$ cat config.mk
export PLATFORM = sky130hd
export DESIGN_NAME = tone_pattern_sequencer_flat
export DESIGN_NICKNAME = d
export VERILOG_FILES = /design/src/rtl/tps_pkg.sv /design/src/rtl/tps_ifs.sv /design/src/rtl/tone_pattern_sequencer.sv /design/src/flat_wrapper.sv
export SDC_FILE = /design/constraint.sdc
export NUM_CORES = 1
export LEC_CHECK = 0
export ABC_AREA = 1
export BUFFER_PORTS_ARGS = -buffer_cell sky130_fd_sc_hd__buf_2
export CORE_MARGIN = 1
export CORE_UTILIZATION = 64
export CTS_BUF_LIST = sky130_fd_sc_hd__clkbuf_8
export DETAILED_ROUTE_END_ITERATION = 8
export GPL_TIMING_DRIVEN = 0
export PLACE_DENSITY = 0.85
export SLEW_MARGIN = 40
export SYNTH_ARGS = -nofsm -noshare
export SYNTH_HDL_FRONTEND = slang
export SYNTH_SLANG_ARGS = --single-unit
$ cat constraint.sdc
create_clock -name clk -period 4.7 [get_ports clk]
set_input_delay 0.94 -clock clk [delete_from_list [all_inputs] [get_ports clk]]
set_output_delay 0.94 -clock clk [all_outputs]
set_load 0.02 [all_outputs]
$ cat src/rtl/tps_pkg.sv
// tone pattern sequencer package: command codes, field widths and reset constants
// no dependencies; used by the channel interfaces and the top level
package tps_pkg;

  // field widths of the request and response words
  localparam int CMD_W      = 3;
  localparam int DUR_W      = 16;
  localparam int FREQ_W     = 16;
  localparam int STEP_IDX_W = 4;
  localparam int PLEN_W     = 5;
  localparam int POS_W      = 4;

  // table slots reachable through the step index field
  localparam int STEP_SLOTS = 2 ** STEP_IDX_W;

  // tone frequency after reset, in hertz
  localparam logic [FREQ_W-1:0] RESET_FREQ = 16'd1000;

  typedef enum logic [CMD_W-1:0] {
    CMD_TICK     = 3'd0,
    CMD_BEEP     = 3'd1,
    CMD_TONE_ON  = 3'd2,
    CMD_TONE_OFF = 3'd3,
    CMD_LOAD     = 3'd4,
    CMD_PLAY     = 3'd5
  } cmd_t;

endpackage

$ cat src/rtl/tps_ifs.sv
// valid/ready channel interfaces for the tone pattern sequencer
// request word carries a command, response word the buzzer status; uses tps_pkg
interface tps_req_if;
  import tps_pkg::*;

  logic                  valid;
  logic                  ready;
  logic [CMD_W-1:0]      cmd;
  logic [DUR_W-1:0]      duration;
  logic [FREQ_W-1:0]     freq_hz;
  logic [STEP_IDX_W-1:0] step_index;
  logic [PLEN_W-1:0]     pattern_length;
  logic                  loop_mode;

  modport source (
    output valid, cmd, duration, freq_hz, step_index, pattern_length, loop_mode,
    input  ready
  );
  modport sink (
    input  valid, cmd, duration, freq_hz, step_index, pattern_length, loop_mode,
    output ready
  );
endinterface

interface tps_rsp_if;
  import tps_pkg::*;

  logic              valid;
  logic              ready;
  logic              tone_active;
  logic [FREQ_W-1:0] tone_freq;
  logic              beep_busy;
  logic              pattern_busy;
  logic [POS_W-1:0]  pattern_position;
  logic              sound_phase;

  modport source (
    output valid, tone_active, tone_freq, beep_busy, pattern_busy,
           pattern_position, sound_phase,
    input  ready
  );
  modport sink (
    input  valid, tone_active, tone_freq, beep_busy, pattern_busy,
           pattern_position, sound_phase,
    output ready
  );
endinterface

$ cat src/rtl/tone_pattern_sequencer.sv
// tone pattern sequencer top level: beep timer, pattern player and step table
// depends on tps_pkg and the tps_req_if / tps_rsp_if channel interfaces
//
// Buzzer controller driven by request words: millisecond ticks, timed beep,
// continuous tone on/off, loading of pattern steps and pattern play. Each
// request word yields exactly one response word with the buzzer status after
// that command. A request is captured in an input register, the whole state
// update is one pass of logic, and the response lands in an output register:
// one word per clock sustained while the response side is ready, else the
// output register holds its word and the input register stalls. A beep with
// nonzero duration aborts a running pattern; tone on/off abort both. With
// enabled at 0 every word is still answered but the state is held.
// Only the first min(MAX_STEPS, 16) step entries exist; playing a step that
// was never loaded gives an undefined duration. Durations saturate to
// TIME_BITS.
module tone_pattern_sequencer #(
  parameter int MAX_STEPS = 16,
  parameter int TIME_BITS = 16
) (
  input  logic          clk,
  input  logic          rst,
  input  logic          cfg_we,
  input  logic          cfg_wdata,
  tps_req_if.sink       req,
  tps_rsp_if.source     rsp
);
  import tps_pkg::*;

  localparam int TBL_DEPTH = (MAX_STEPS < STEP_SLOTS) ? MAX_STEPS : STEP_SLOTS;
  localparam int TBL_W     = $clog2(TBL_DEPTH);
  localparam int PTR_W     = $clog2(MAX_STEPS);
  localparam int CNT_W     = $clog2(MAX_STEPS + 1);

  // configuration register
  logic enabled;

  always_ff @(posedge clk) begin
    if (rst) begin
      enabled <= 1'b0;
    end else if (cfg_we) begin
      enabled <= cfg_wdata;
    end
  end

  // input register
  logic                  s1_valid;
  logic [CMD_W-1:0]      s1_cmd;
  logic [DUR_W-1:0]      s1_duration;
  logic [FREQ_W-1:0]     s1_freq;
  logic [STEP_IDX_W-1:0] s1_step_index;
  logic [PLEN_W-1:0]     s1_plen;
  logic                  s1_loop;
  logic                  s1_adv;
  logic                  s1_fire;
  logic                  o_valid;

  assign s1_adv    = !o_valid || rsp.ready;
  assign s1_fire   = s1_valid && s1_adv;
  assign req.ready = !s1_valid || s1_adv;

  always_ff @(posedge clk) begin
    if (rst) begin
      s1_valid <= 1'b0;
    end else if (req.ready) begin
      s1_valid <= req.valid;
    end
  end

  always_ff @(posedge clk) begin
    if (req.valid && req.ready) begin
      s1_cmd        <= req.cmd;
      s1_duration   <= req.duration;
      s1_freq       <= req.freq_hz;
      s1_step_index <= req.step_index;
      s1_plen       <= req.pattern_length;
      s1_loop       <= req.loop_mode;
    end
  end

  // sequencer state
  logic                 tone_out, tone_out_next;
  logic [FREQ_W-1:0]    current_freq, current_freq_next;
  logic                 beep_running, beep_running_next;
  logic [TIME_BITS-1:0] time_left, time_left_next;
  logic                 pattern_running, pattern_running_next;
  logic [CNT_W-1:0]     steps_in_use, steps_in_use_next;
  logic [PTR_W-1:0]     step_pointer, step_pointer_next;
  logic                 repeat_flag, repeat_flag_next;
  logic [FREQ_W-1:0]    pattern_tone, pattern_tone_next;
  logic                 on_phase, on_phase_next;
  logic [TIME_BITS-1:0] step_table [TBL_DEPTH];

  // duration saturated to the timer width
  logic [TIME_BITS+DUR_W-1:0] dur_wide;
  logic [TIME_BITS-1:0]       dur_sat;

  assign dur_wide = (TIME_BITS + DUR_W)'(s1_duration);
  assign dur_sat  = (dur_wide > (TIME_BITS + DUR_W)'({TIME_BITS{1'b1}}))
                  ? {TIME_BITS{1'b1}} : dur_wide[TIME_BITS-1:0];

  // pattern length saturated to the step count
  logic [CNT_W-1:0] plen_sat;

  assign plen_sat = (32'(s1_plen) > MAX_STEPS) ? CNT_W'(MAX_STEPS) : CNT_W'(s1_plen);

  // next step pointer with wrap and end-of-pattern detect
  logic [PTR_W:0]   ptr_inc;
  logic             ptr_wrap;
  logic [PTR_W:0]   ptr_adv;
  logic [PTR_W-1:0] ptr_new;

  always_comb begin
    ptr_inc  = (PTR_W + 1)'(step_pointer) + (PTR_W + 1)'(1);
    ptr_wrap = 32'(ptr_inc) >= 32'(steps_in_use);
    ptr_adv  = ptr_wrap ? '0 : ptr_inc;
    ptr_new  = (32'(ptr_adv) >= MAX_STEPS) ? '0 : ptr_adv[PTR_W-1:0];
  end

  // state update for one command
  always_comb begin
    tone_out_next        = tone_out;
    current_freq_next    = current_freq;
    beep_running_next    = beep_running;
    time_left_next       = time_left;
    pattern_running_next = pattern_running;
    steps_in_use_next    = steps_in_use;
    step_pointer_next    = step_pointer;
    repeat_flag_next     = repeat_flag;
    pattern_tone_next    = pattern_tone;
    on_phase_next        = on_phase;
    if (s1_fire && enabled) begin
      unique case (cmd_t'(s1_cmd))
        CMD_TICK: begin
          if (beep_running) begin
            if (time_left <= TIME_BITS'(1)) begin
              tone_out_next     = 1'b0;
              beep_running_next = 1'b0;
              time_left_next    = '0;
            end else begin
              time_left_next = time_left - TIME_BITS'(1);
            end
          end else if (pattern_running) begin
            if (time_left > TIME_BITS'(1)) begin
              time_left_next = time_left - TIME_BITS'(1);
            end else if (ptr_wrap && !repeat_flag) begin
              // last step done, no loop: stop and go silent
              pattern_running_next = 1'b0;
              steps_in_use_next    = '0;
              step_pointer_next    = '0;
              on_phase_next        = 1'b1;
              tone_out_next        = 1'b0;
            end else begin
              step_pointer_next = ptr_new;
              on_phase_next     = !ptr_new[0];
              tone_out_next     = !ptr_new[0];
              if (!ptr_new[0]) begin
                current_freq_next = pattern_tone;
              end
              time_left_next = step_table[ptr_new[TBL_W-1:0]];
            end
          end
        end
        CMD_BEEP: begin
          if (dur_sat != '0) begin
            pattern_running_next = 1'b0;
            steps_in_use_next    = '0;
            step_pointer_next    = '0;
            tone_out_next        = 1'b1;
            current_freq_next    = s1_freq;
            time_left_next       = dur_sat;
            beep_running_next    = 1'b1;
          end
        end
        CMD_TONE_ON, CMD_TONE_OFF: begin
          beep_running_next    = 1'b0;
          time_left_next       = '0;
          pattern_running_next = 1'b0;
          steps_in_use_next    = '0;
          step_pointer_next    = '0;
          tone_out_next        = (cmd_t'(s1_cmd) == CMD_TONE_ON);
          if (cmd_t'(s1_cmd) == CMD_TONE_ON) begin
            current_freq_next = s1_freq;
          end
        end
        CMD_PLAY: begin
          if (s1_plen != '0) begin
            beep_running_next    = 1'b0;
            pattern_running_next = 1'b1;
            steps_in_use_next    = plen_sat;
            step_pointer_next    = '0;
            repeat_flag_next     = s1_loop;
            pattern_tone_next    = s1_freq;
            on_phase_next        = 1'b1;
            time_left_next       = step_table[0];
            if (step_table[0] != '0) begin
              tone_out_next     = 1'b1;
              current_freq_next = s1_freq;
            end
          end
        end
        default: begin
          // load step is handled by the table write; unknown codes do nothing
        end
      endcase
    end
  end

  always_ff @(posedge clk) begin
    if (rst) begin
      tone_out        <= 1'b0;
      current_freq    <= RESET_FREQ;
      beep_running    <= 1'b0;
      time_left       <= '0;
      pattern_running <= 1'b0;
      steps_in_use    <= '0;
      step_pointer    <= '0;
      repeat_flag     <= 1'b0;
      pattern_tone    <= RESET_FREQ;
      on_phase        <= 1'b1;
    end else begin
      tone_out        <= tone_out_next;
      current_freq    <= current_freq_next;
      beep_running    <= beep_running_next;
      time_left       <= time_left_next;
      pattern_running <= pattern_running_next;
      steps_in_use    <= steps_in_use_next;
      step_pointer    <= step_pointer_next;
      repeat_flag     <= repeat_flag_next;
      pattern_tone    <= pattern_tone_next;
      on_phase        <= on_phase_next;
    end
  end

  // step table write
  always_ff @(posedge clk) begin
    if (s1_fire && enabled && cmd_t'(s1_cmd) == CMD_LOAD
        && 32'(s1_step_index) < TBL_DEPTH) begin
      step_table[s1_step_index[TBL_W-1:0]] <= dur_sat;
    end
  end

  // response register
  logic              o_tone;
  logic [FREQ_W-1:0] o_freq;
  logic              o_beep;
  logic              o_pattern;
  logic [POS_W-1:0]  o_pos;
  logic              o_phase;
  logic [PTR_W+POS_W-1:0] ptr_ext;

  assign ptr_ext = (PTR_W + POS_W)'(step_pointer_next);

  always_ff @(posedge clk) begin
    if (rst) begin
      o_valid <= 1'b0;
    end else if (s1_adv) begin
      o_valid <= s1_valid;
    end
  end

  always_ff @(posedge clk) begin
    if (s1_fire) begin
      o_tone    <= tone_out_next;
      o_freq    <= tone_out_next ? current_freq_next : '0;
      o_beep    <= beep_running_next;
      o_pattern <= pattern_running_next;
      o_pos     <= ptr_ext[POS_W-1:0];
      o_phase   <= on_phase_next;
    end
  end

  assign rsp.valid            = o_valid;
  assign rsp.tone_active      = o_tone;
  assign rsp.tone_freq        = o_freq;
  assign rsp.beep_busy        = o_beep;
  assign rsp.pattern_busy     = o_pattern;
  assign rsp.pattern_position = o_pos;
  assign rsp.sound_phase      = o_phase;

  // beep and pattern exclude each other
  a_beep_xor_pattern: assert property (@(posedge clk) disable iff (rst)
    !(beep_running && pattern_running))
    else $error("beep and pattern running together");

  // a running beep always drives the tone
  a_beep_sounds: assert property (@(posedge clk) disable iff (rst)
    beep_running |-> tone_out)
    else $error("beep running with tone off");

  // a playing pattern keeps its pointer inside the step count
  a_ptr_in_range: assert property (@(posedge clk) disable iff (rst)
    pattern_running |-> (steps_in_use != '0 && 32'(step_pointer) < 32'(steps_in_use)))
    else $error("pattern pointer outside step count");

  // a word taken while disabled leaves the state untouched
  a_disabled_holds: assert property (@(posedge clk) disable iff (rst)
    (s1_fire && !enabled && !cfg_we) |=> ($stable(time_left) && $stable(tone_out)
      && $stable(step_pointer) && $stable(beep_running) && $stable(pattern_running)))
    else $error("state changed while disabled");

endmodule
$ cat src/flat_wrapper.sv
// flat-port wrapper written by rule: the top's interface ports become plain ports
module tone_pattern_sequencer_flat import tps_pkg::*;
#(
  parameter int MAX_STEPS = 16,
  parameter int TIME_BITS = 16
)
  (clk, rst, cfg_we, cfg_wdata, req_valid, req_cmd, req_duration, req_freq_hz, req_step_index, req_pattern_length, req_loop_mode, req_ready, rsp_valid, rsp_tone_active, rsp_tone_freq, rsp_beep_busy, rsp_pattern_busy, rsp_pattern_position, rsp_sound_phase, rsp_ready);
  tps_req_if req_i ();
  tps_rsp_if rsp_i ();
  input  logic clk;
  input  logic rst;
  input  logic cfg_we;
  input  logic cfg_wdata;
  input wire logic [$bits(req_i.valid)-1:0] req_valid;
  input wire logic [$bits(req_i.cmd)-1:0] req_cmd;
  input wire logic [$bits(req_i.duration)-1:0] req_duration;
  input wire logic [$bits(req_i.freq_hz)-1:0] req_freq_hz;
  input wire logic [$bits(req_i.step_index)-1:0] req_step_index;
  input wire logic [$bits(req_i.pattern_length)-1:0] req_pattern_length;
  input wire logic [$bits(req_i.loop_mode)-1:0] req_loop_mode;
  output wire logic [$bits(req_i.ready)-1:0] req_ready;
  output wire logic [$bits(rsp_i.valid)-1:0] rsp_valid;
  output wire logic [$bits(rsp_i.tone_active)-1:0] rsp_tone_active;
  output wire logic [$bits(rsp_i.tone_freq)-1:0] rsp_tone_freq;
  output wire logic [$bits(rsp_i.beep_busy)-1:0] rsp_beep_busy;
  output wire logic [$bits(rsp_i.pattern_busy)-1:0] rsp_pattern_busy;
  output wire logic [$bits(rsp_i.pattern_position)-1:0] rsp_pattern_position;
  output wire logic [$bits(rsp_i.sound_phase)-1:0] rsp_sound_phase;
  input wire logic [$bits(rsp_i.ready)-1:0] rsp_ready;
  assign req_i.valid = req_valid;
  assign req_i.cmd = req_cmd;
  assign req_i.duration = req_duration;
  assign req_i.freq_hz = req_freq_hz;
  assign req_i.step_index = req_step_index;
  assign req_i.pattern_length = req_pattern_length;
  assign req_i.loop_mode = req_loop_mode;
  assign req_ready = req_i.ready;
  assign rsp_valid = rsp_i.valid;
  assign rsp_tone_active = rsp_i.tone_active;
  assign rsp_tone_freq = rsp_i.tone_freq;
  assign rsp_beep_busy = rsp_i.beep_busy;
  assign rsp_pattern_busy = rsp_i.pattern_busy;
  assign rsp_pattern_position = rsp_i.pattern_position;
  assign rsp_sound_phase = rsp_i.sound_phase;
  assign rsp_i.ready = rsp_ready;
  tone_pattern_sequencer #(.MAX_STEPS(MAX_STEPS), .TIME_BITS(TIME_BITS)) u_core (.clk(clk), .rst(rst), .cfg_we(cfg_we), .cfg_wdata(cfg_wdata), .req(req_i), .rsp(rsp_i));
endmodule
==> impl_metrics.ini, run 1 <==
[outcome]
status = completed

[route]
avgRoutedWirePerCell_um = 21.0
wl_um = 52600
vias = 15100
drtIter0Drc = 2267
drc = 0
via_per_inst = 6.05
routed-wl-met2_um = 24100
drt_first_pass_iters = 6
wl_met1_um = 19900
route.met3.wl_um = 6460
ant_nets = 0
dr.max_layer_used = met4

[sta]
worstMarginPinSlew_ps = 889
skew_ps = 32.1
whs_ps = 460
finalSetupViolations = 0
rsz0062_at_grt = false
min_period_ps = 3770
maxSlewHeadroom_pct = 40.7
hold_viol = 0
period_share_pct = 80.2
drv_slew = 0
max_freq_mhz = 265

[clock_tree]
ctsHoldBuffers = 0
cts_buffers = 60
cts_tree = yes
htreeDepth = 2
clock_latency_ps = 620
cts_resized = 0
clockRootBuffer = clkbuf_8
clk_pin_slew_ps = 70
cts.path.max_buffers = 3
cts.sinks = 390
cts_setup_buffers = 0

[critical_path]
path_class = reg -> reg
cpMostUsedCell = nand2_1
cp-end-kind = flop
cp_data_arrival_time_ps = 4240
cp.required_ps = 5170
max_stage_delay_ps = 520
worstSetupStartpointType = flop
worst_path_max_delay_cell = clkbuf_1
path_cells = nand3_1, xor2_1, inv_1, ha_1, nand2_1, inv_2, a21oi_4, clkbuf_1, buf_2, nand4_1, nand3_1, nand3_1, nand3_1, nand2_1, nand2_1, nand2_1, nand2_1, a21oi_1
rrSetupSlack_ps = 930
critPathBufInv = 4
crit_family = simple AND/OR/NAND/NOR gates
cp_max_fo = 10

[synthesis]
synth.avg_cell_area_sq_um = 9.45
synth_flop_cell = edfxtp_1
yosys_warnings = 0
yosys.cell_types.count = 42
ys_ff_latch = 390
synth_edf_count = 325
async_flop_share_pct = 0
netlist_instances = 1922
synth_fp_nets = 1981
syn_area_sq_um = 18200
ys_seq_area_share_pct = 60.9

[floorplanning]
dieArea_sq_um = 29100
ios = 77
chipHeight_um = 170
die_w_um = 170
coreArea_sq_um = 27900
start_util_pct = 65.2
num_rows = 61

[finish]
final_layout_size_suffix_gt1_share_pct = 14.5
n_antenna_cell = 0
areaGrowthSynthToFinish_pct = 12.6
final_cell_mix = 362 x nand2_1, 353 x inv_1, 325 x edfxtp_1, 254 x nand3_1, 138 x buf_2
nNetsFinal = 2135
final_common_cell = nand2_1

[placed_design]
gp_congestion = 1.01
dp_hpwl_um = 37100
io_buffers = 76

[job]
max_cap_viol_count = 0

[power_and_ir_drop]
combPwrFrac_pct = 8.0
p_seq_share_pct = 54.6
power_density_nw_per_um2 = 344
p_total_mw = 7.04
p_leak_nw = 8.79
internal_power_mw = 5.29
p_sw_share_pct = 24.9
power_frac_clock_pct = 37.4
ir_drop_uv = 332
p_sw_mw = 1.76

[global_routing]
grt_max_degree = 44
grt_pass1_wl_um = 78700
grt_pass1_vias = 14300
overflow = 0
antenna_found_initial = 0
grt_use_total_pct = 36.7

[min_path]
hold_path.class = reg -> reg
-- cell families after synthesis --
kind of cell / count (synthesis) / share of synthesized area, %
adder cells (fa/ha/maj): 8 / 0.551
AO/OA/AOI/OAI: 136 / 4.40
XOR/XNOR: 11 / 0.530
flip-flops: 390 / 60.9
buffers and inverters: 448 / 9.74
AND/OR/NAND/NOR: 929 / 23.9
-- synth_stat cells (all sizes together), types with 11 or more instances --
| cell type | n | share of area, % |
|---|---|---|
| clkbuf | 30 | 0.62 |
| or2 | 15 | 0.52 |
| nor2 | 130 | 2.9 |
| buf | 73 | 2.0 |
| a221oi | 16 | 0.77 |
| nand4 | 134 | 4.6 |
| nor3 | 11 | 0.42 |
| inv | 345 | 7.1 |
| edfxtp | 325 | 54 |
| o21ai | 31 | 0.87 |
| nand3 | 257 | 7.2 |
| dfxtp | 65 | 7.2 |
| a21oi | 74 | 2.1 |
| nand2 | 370 | 7.8 |
-- power groups by stage --
stage	combinational [mW]	clock (mW)	sequential [mW]
after floorplan	0.332	0	3.91
after global placement	0.482	0	3.94
after detailed placement	0.518	0	3.93
after CTS	0.522	2.63	3.86
after global routing	0.605	2.78	3.85
final	0.562	2.64	3.84
-- metal layers --
metal / global-route usage, % / vias to the layer above
li1: - / 6785
met1: 49.4 / 7132
met2: 57.4 / 1046
met3: 8.61 / 154
met4: 15.8 / 0
met5: 0 / -
-- worst min-delay path: stages, from the launching register on --
cell and delay [ps]:
dfxtp_1 300, inv_1 60, a21oi_1 60
-- flip-flops by register name, indices dropped and copies added (netlist names), 3 cells and up --
register / cells
u_core.step_pointer: 4
u_core.step_table: 256
u_core.s1_step_index: 4
u_core.s1_plen: 5
u_core.s1_duration: 16
u_core.rsp.pattern_position: 4
u_core.s1_cmd: 3
u_core.time_left: 16
u_core.s1_freq: 16
u_core.pattern_tone: 16
u_core.steps_in_use: 5
u_core.current_freq: 16
u_core.rsp.tone_freq: 16
-- cell type report --
cell class,count,area (sq um)
well taps,378,473
repair buffers,92,592
clock buffers,62,853
plain buffers,103,475
flip-flops and latches,390,11100
multi-input cells,1084,5460
inverters,345,1300
clock inverters,46,245
fillers,1979,7400
-- worst paths after layout --
kind,start,endpoint,cells past startpoint
max,u_core.step_pointer[2],u_core.time_left[5],18
min,u_core.pattern_tone[1],u_core.pattern_tone[1],2
max reg2reg,u_core.step_pointer[2],u_core.time_left[5],18
min reg2reg,u_core.pattern_tone[1],u_core.pattern_tone[1],2
-- stage by stage --
step,cell area [sq um],util (%),instances,setup TNS (ps),worst slack (ps)
finish,20500,73.4,2500,0,930
global route,20500,73.4,2500,0,822
CTS,20400,73.1,2493,0,754
detailed placement,19300,69.2,2385,0,126
global placement,19000,68.3,2376,-118670,-658
floorplan,18200,-,1922,0,1130
No activity file was read; power rests on OpenSTA's default activity.
==> run 2: changes to the inputs <==
--- a/config.mk
+++ b/config.mk
@@ -5,14 +5,14 @@
 export SDC_FILE = /design/constraint.sdc
 export NUM_CORES = 1
 export LEC_CHECK = 0
-export ABC_AREA = 1
+export ABC_AREA = 0
 export BUFFER_PORTS_ARGS = -buffer_cell sky130_fd_sc_hd__buf_2
 export CORE_MARGIN = 1
-export CORE_UTILIZATION = 64
+export CORE_UTILIZATION = 57
 export CTS_BUF_LIST = sky130_fd_sc_hd__clkbuf_8
 export DETAILED_ROUTE_END_ITERATION = 8
 export GPL_TIMING_DRIVEN = 0
-export PLACE_DENSITY = 0.85
+export PLACE_DENSITY = 0.81
 export SLEW_MARGIN = 40
 export SYNTH_ARGS = -nofsm -noshare
 export SYNTH_HDL_FRONTEND = slang
==> constraint.sdc (replaced) <==
create_clock -name clk -period 3.3 [get_ports clk]
set_input_delay 0.66 -clock clk [delete_from_list [all_inputs] [get_ports clk]]
set_output_delay 0.66 -clock clk [all_outputs]
set_load 0.02 [all_outputs]
==> impl_metrics.ini, run 2 <==
[sta]
max_freq_mhz = 304
worstMarginPinSlew_ps = 890
rsz0062_at_grt = true
hold_viol = 0
whs_ps = 222
min_period_ps = 3290
finalSetupViolations = 0
drv_slew = 0
setup_tns_ps = 0
maxSlewHeadroom_pct = 40.3
period_share_pct = 99.6
skew_ps = 25.8

[finish]
final_area_sq_um = 19600
largest_reg_flops = 256
n_antenna_cell = 0
fill_cells = 1798
final_cell_mix = 325 x edfxtp_1, 222 x nand2_1, 86 x buf_2, 70 x buf_4
nNetsFinal = 1543
areaGrowthSynthToFinish_pct = 21.3
final_layout_size_suffix_gt1_share_pct = 23.6
final_common_cell = edfxtp_1
ff_latch_area_sq_um = 11100
multiInputGateArea_sq_um = 5110

[critical_path]
path_cells = clkbuf_8, and3_4, xor2_2, buf_6, ha_2, a21oi_2, nand2_1, a21oi_4, and2_1, buf_4, buf_4, nand3_1, nand4_1, a41oi_2, a21o_1
worst_path_max_delay_cell = dfxtp_2
cp_max_fo = 10
cpMostUsedCell = buf_4
cp.required_ps = 3790
cp-end-kind = flop
worstSetupStartpointType = flop
cp_data_arrival_time_ps = 3780
max_stage_delay_ps = 330
regToRegStartpoint = u_core.step_pointer[0]
rr_worst_depth = 15
rrSetupSlack_ps = 10
path_class = reg -> reg
reg2reg_to = u_core.time_left[8]

[floorplanning]
dieArea_sq_um = 29000
num_rows = 61
chipHeight_um = 170
coreArea_sq_um = 27900
ios = 77
die_w_um = 170
start_util_pct = 58.0

[synthesis]
synth_mux_area_share_pct = 2.30
synth_top_area_cell = edfxtp_1
synth_area_leaders = edfxtp_1 60%, dfxtp_1 8.1%, nand2_1 5.2%
netlist.area_leader.share_pct = 60.4
async_flop_share_pct = 0
synth_fp_nets = 1330
synth.avg_cell_area_sq_um = 12.7
synth-simple-area-share_pct = 12.9
synth_flop_cell = edfxtp_1
synth_edf_count = 325
yosys.cell_types.count = 83
syn_area_sq_um = 16100
netlist_instances = 1271
yosysMostFrequentCell = edfxtp_1
ys_seq_area_share_pct = 68.5
synth_top_family_by_area = simple AND/OR/NAND/NOR gates
yosys_warnings = 0
synth-compound-area-share_pct = 12.3
synth_adder_area_share_pct = 0.620
synthXorXnorAreaFrac_pct = 0.806
netlist_top_cells_count = 325 x edfxtp_1, 224 x nand2_1, 77 x nor2_1
ys_ff_latch = 390

[route]
drtIter0Drc = 2013
drc = 0
drt_first_pass_iters = 6
vias = 12500
avgRoutedWirePerCell_um = 25.9
via_per_inst = 6.54
wl_um = 49400
ant_nets = 0

[clock_tree]
clockRootBuffer = clkbuf_8
cts.path.max_buffers = 3
clk_pin_slew_ps = 70
clock_latency_ps = 610
cts.sinks = 390
htreeDepth = 2
cts_tree = yes
cts_buffers = 59

[min_path]
hold_end = u_core.s1_duration[3]
hold_path.class = in -> reg
holdPathStages = 1
hp-start = req_duration[3]

[placed_design]
gp_congestion = 0.984
io_buffers = 75
dp_hpwl_um = 31800
place_area_sq_um = 17500

[job]
max_cap_viol_count = 0

[outcome]
status = completed

[global_routing]
grt_pass1_wl_um = 70300
top_usage_layer = met2
use_met3_pct = 5.72
antenna_found_initial = 0
overflow = 0
met2_usage_pct = 53.0
met1_usage_pct = 43.7
grt_max_degree = 25
grt_use_total_pct = 33.1
grt_pass1_vias = 11800

[power_and_ir_drop]
power_density_nw_per_um2 = 498
ir_drop_uv = 572
p_leak_nw = 7.15
==> run 2: cell type report <==
class	instances	share of cell area, %
flip-flops and latches	390	56.5
plain buffers	68	2.77
clock buffers	62	4.36
multi-input cells	782	26.1
inverters	30	0.607
clock inverters	47	1.38
well taps	378	2.41
repair buffers	153	5.95
==> run 2: metrics by stage <==
step	power, mW	setup WS (ps)	instances	utilization (%)
floorplan	5.77	55.2	1271	-
global placement	5.95	-1770	1724	61.1
detailed placement	5.97	-1030	1747	62.8
CTS	9.66	-14.5	1877	68.4
global route	9.96	-62.3	1910	70.3
finish	9.76	12.4	1910	70.3
==> run 2: worst max-delay path: cells and delay by family (launching register included) <==
kind	cells	cell delay, ps
simple gates	5	850
compound gates	4	820
buf+inv	4	800
flops	1	330
xor+xnor	1	180
fa+ha+maj	1	180
==> run 2: report_power, final <==
| part | switching, mW | internal [mW] | total (mW) |
|---|---|---|---|
| sequential | 0.0627 | 5.38 | 5.45 |
| clock | 1.84 | 1.97 | 3.81 |
| combinational | 0.332 | 0.168 | 0.499 |
| total | 2.24 | 7.52 | 9.76 |
==> run 2: how the worst max path moves through the flow <==
stage / slack [ps] / endpoint / start / depth (start not counted)
finish: 10 / u_core.time_left[8] / u_core.step_pointer[0] / 15
global route: -60 / u_core.time_left[9] / u_core.step_pointer[1] / 14
CTS: -10 / u_core.time_left[8] / u_core.step_pointer[0] / 15
detailed placement: -1030 / u_core.time_left[8] / u_core.step_pointer[0] / 15
global placement: -1770 / u_core.step_table[12][2] / rsp_ready / 7
floorplan: 60 / u_core.time_left[10] / u_core.step_pointer[0] / 14
==> run 2: metal layers <==
layer	vias to the layer above	share of wire (%)
met5	-	0
met4	0	4.9
met3	189	11
met2	1015	47
met1	6039	37
li1	5249	-
==> run 2: cells by family after synthesis <==
kind of cell | count (synthesis)
and+or+nand+nor | 449
DFF | 390
AOI/OAI and AO/OA | 274
buffers and inverters | 99
muxes | 37
xor gates and xnor gates | 14
adders and majority gates | 8
==> run 2: repair_timing <==
item                                    in CTS  in global routing
hold endpoints to repair                     0                  0
cloned                                       0                  0
resized for setup                           87                 67
buffers inserted                            22                 32
endpoints found under the setup margin      62                 67
hold buffers                                 0                  0
pin swaps                                    9                  9
==> run 3: changes to the inputs <==
--- a/config.mk
+++ b/config.mk
@@ -6,7 +6,7 @@
 export NUM_CORES = 1
 export LEC_CHECK = 0
 export ABC_AREA = 0
-export BUFFER_PORTS_ARGS = -buffer_cell sky130_fd_sc_hd__buf_2
+export BUFFER_PORTS_ARGS = -buffer_cell sky130_fd_sc_hd__buf_4
 export CORE_MARGIN = 1
 export CORE_UTILIZATION = 57
 export CTS_BUF_LIST = sky130_fd_sc_hd__clkbuf_8
==> impl_metrics.ini, run 3 (same netlist as run 2, synthesis figures left out) <==
[outcome]
status = complete, but fails checks
violations = setup timing

[route]
avgRoutedWirePerCell_um = 26.0
drtIter0Drc = 1920
via_per_inst = 6.53
drc = 0
ant_nets = 0
wl_um = 49500
drt_first_pass_iters = 5
vias = 12400

[power_and_ir_drop]
p_sw_mw = 2.31
p_seq_share_pct = 54.4
power_density_nw_per_um2 = 507
power_frac_clock_pct = 40.4
p_leak_nw = 7.18
internal_power_mw = 7.72
combPwrFrac_pct = 5.2
p_sw_share_pct = 23.0
p_total_mw = 10.0
ir_drop_uv = 383

[clock_tree]
cts_tree = yes
ctsHoldBuffers = 0
cts.path.max_buffers = 3
clk_pin_slew_ps = 70
htreeDepth = 2
clock_latency_ps = 640
clockRootBuffer = clkbuf_8
cts_buffers = 59
cts.sinks = 390

[critical_path]
path_class = reg -> reg
endpoint = u_core.time_left[14]
cp.required_ps = 3800
rrSetupSlack_ps = -40
startpoint = u_core.step_pointer[1]
cp_data_arrival_time_ps = 3840
cp_max_fo = 10
cp-end-kind = flop
rr_worst_depth = 14
reg2reg_to = u_core.time_left[14]
regToRegStartpoint = u_core.step_pointer[1]
worstSetupStartpointType = flop

[finish]
final_area_sq_um = 19800
final_util_pct = 71.0
nNetsFinal = 1538
fill_cells = 1799
stdcell_count = 1906
n_antenna_cell = 0
final_cell_mix = 325 x edfxtp_1, 223 x nand2_1, 142 x buf_4, 65 x clkbuf_8, 64 x nor2_1
areaGrowthSynthToFinish_pct = 22.5
largest_reg_flops = 256
final_layout_size_suffix_gt1_share_pct = 24.5
ff_latch_area_sq_um = 11100
multiInputGateArea_sq_um = 5150
final_common_cell = edfxtp_1

[global_routing]
grt_pass1_wl_um = 70600
grt_use_total_pct = 33.5
overflow = 0
antenna_found_initial = 0
grt_pass1_vias = 11900
grt_max_degree = 26

[floorplanning]
dieArea_sq_um = 29000
num_rows = 61
coreArea_sq_um = 27900
die_w_um = 170
start_util_pct = 58.0
chipHeight_um = 170
ios = 77

[sta]
worstMarginPinSlew_ps = 860
rsz0062_at_grt = true
period_share_pct = 101
finalSetupViolations = 7
setup_tns_ps = -141
drv_slew = 0
skew_ps = 41.5
max_freq_mhz = 300
whs_ps = 197
maxSlewHeadroom_pct = 42.5
worst_slack_ps = -37.4
hold_viol = 0
min_period_ps = 3340

[job]
max_cap_viol_count = 0

[placed_design]
dp_hpwl_um = 32100
io_buffers = 75
dp_slack_ps = -1120
place_area_sq_um = 17600
dp_cells = 1744
gp_congestion = 0.963

[min_path]
hold_path.class = in -> reg
## run 3: worst max-delay path: stages (launching register included)
cell and delay [ps]:
dfxtp_4 360, ha_1 200, buf_6 150, xor2_4 150
ha_1 320, nand2_1 120, o21ai_4 310, buf_4 190
a211oi_4 70, o21ai_2 210, buf_2 390, a31oi_1 170
nand4_1 180, o2111ai_1 120, a32o_1 290
## run 3: layout make-up
cell class	instances	share of cell area, %
Inverter	30	0.588
Clock inverter	45	1.64
Buffer	68	2.55
Tap cell	378	2.39
Clock buffer	65	4.52
Sequential cell	390	56.0
Timing Repair Buffer	148	6.30
Multi-Input combinational cell	782	26.0
## run 3: repair_timing
| item | CTS | global route |
|---|---|---|
| pin swaps | 9 | 13 |
| gates cloned | 0 | 1 |
| buffers inserted | 19 | 32 |
| gates resized for setup | 85 | 66 |
| setup endpoints to repair | 62 | 71 |
## run 3: power by group through the flow
stage | combinational (mW) | clock [mW] | sequential (mW)
after floorplan | 0.224 | 0 | 5.55
after global placement | 0.409 | 0 | 5.57
after detailed placement | 0.429 | 0 | 5.57
after CTS | 0.449 | 4.04 | 5.47
after global routing | 0.542 | 4.24 | 5.46
final | 0.519 | 4.06 | 5.45
## run 3: metal layers
metal  vias up  global-route usage [%]  wire [um]
met5         -                       0          0
met4         0                    16.9       2470
met3       189                    6.23       6110
met2       993                    52.2      22900
met1      6025                    45.2      18100
li1       5238                       -          -
## run 3: worst min path at each step
stage                                 start                 endpoint  slack (ps)  depth (start not counted)
finish                      req_duration[1]    u_core.s1_duration[1]         200                          1
global route               req_duration[11]   u_core.s1_duration[11]         180                          1
CTS                        req_duration[13]   u_core.s1_duration[13]         190                          1
detailed placement   u_core.steps_in_use[4]   u_core.steps_in_use[4]         450                          2
global placement    u_core.pattern_tone[12]  u_core.pattern_tone[12]         440                          2
floorplan            u_core.steps_in_use[4]   u_core.steps_in_use[4]         430                          2
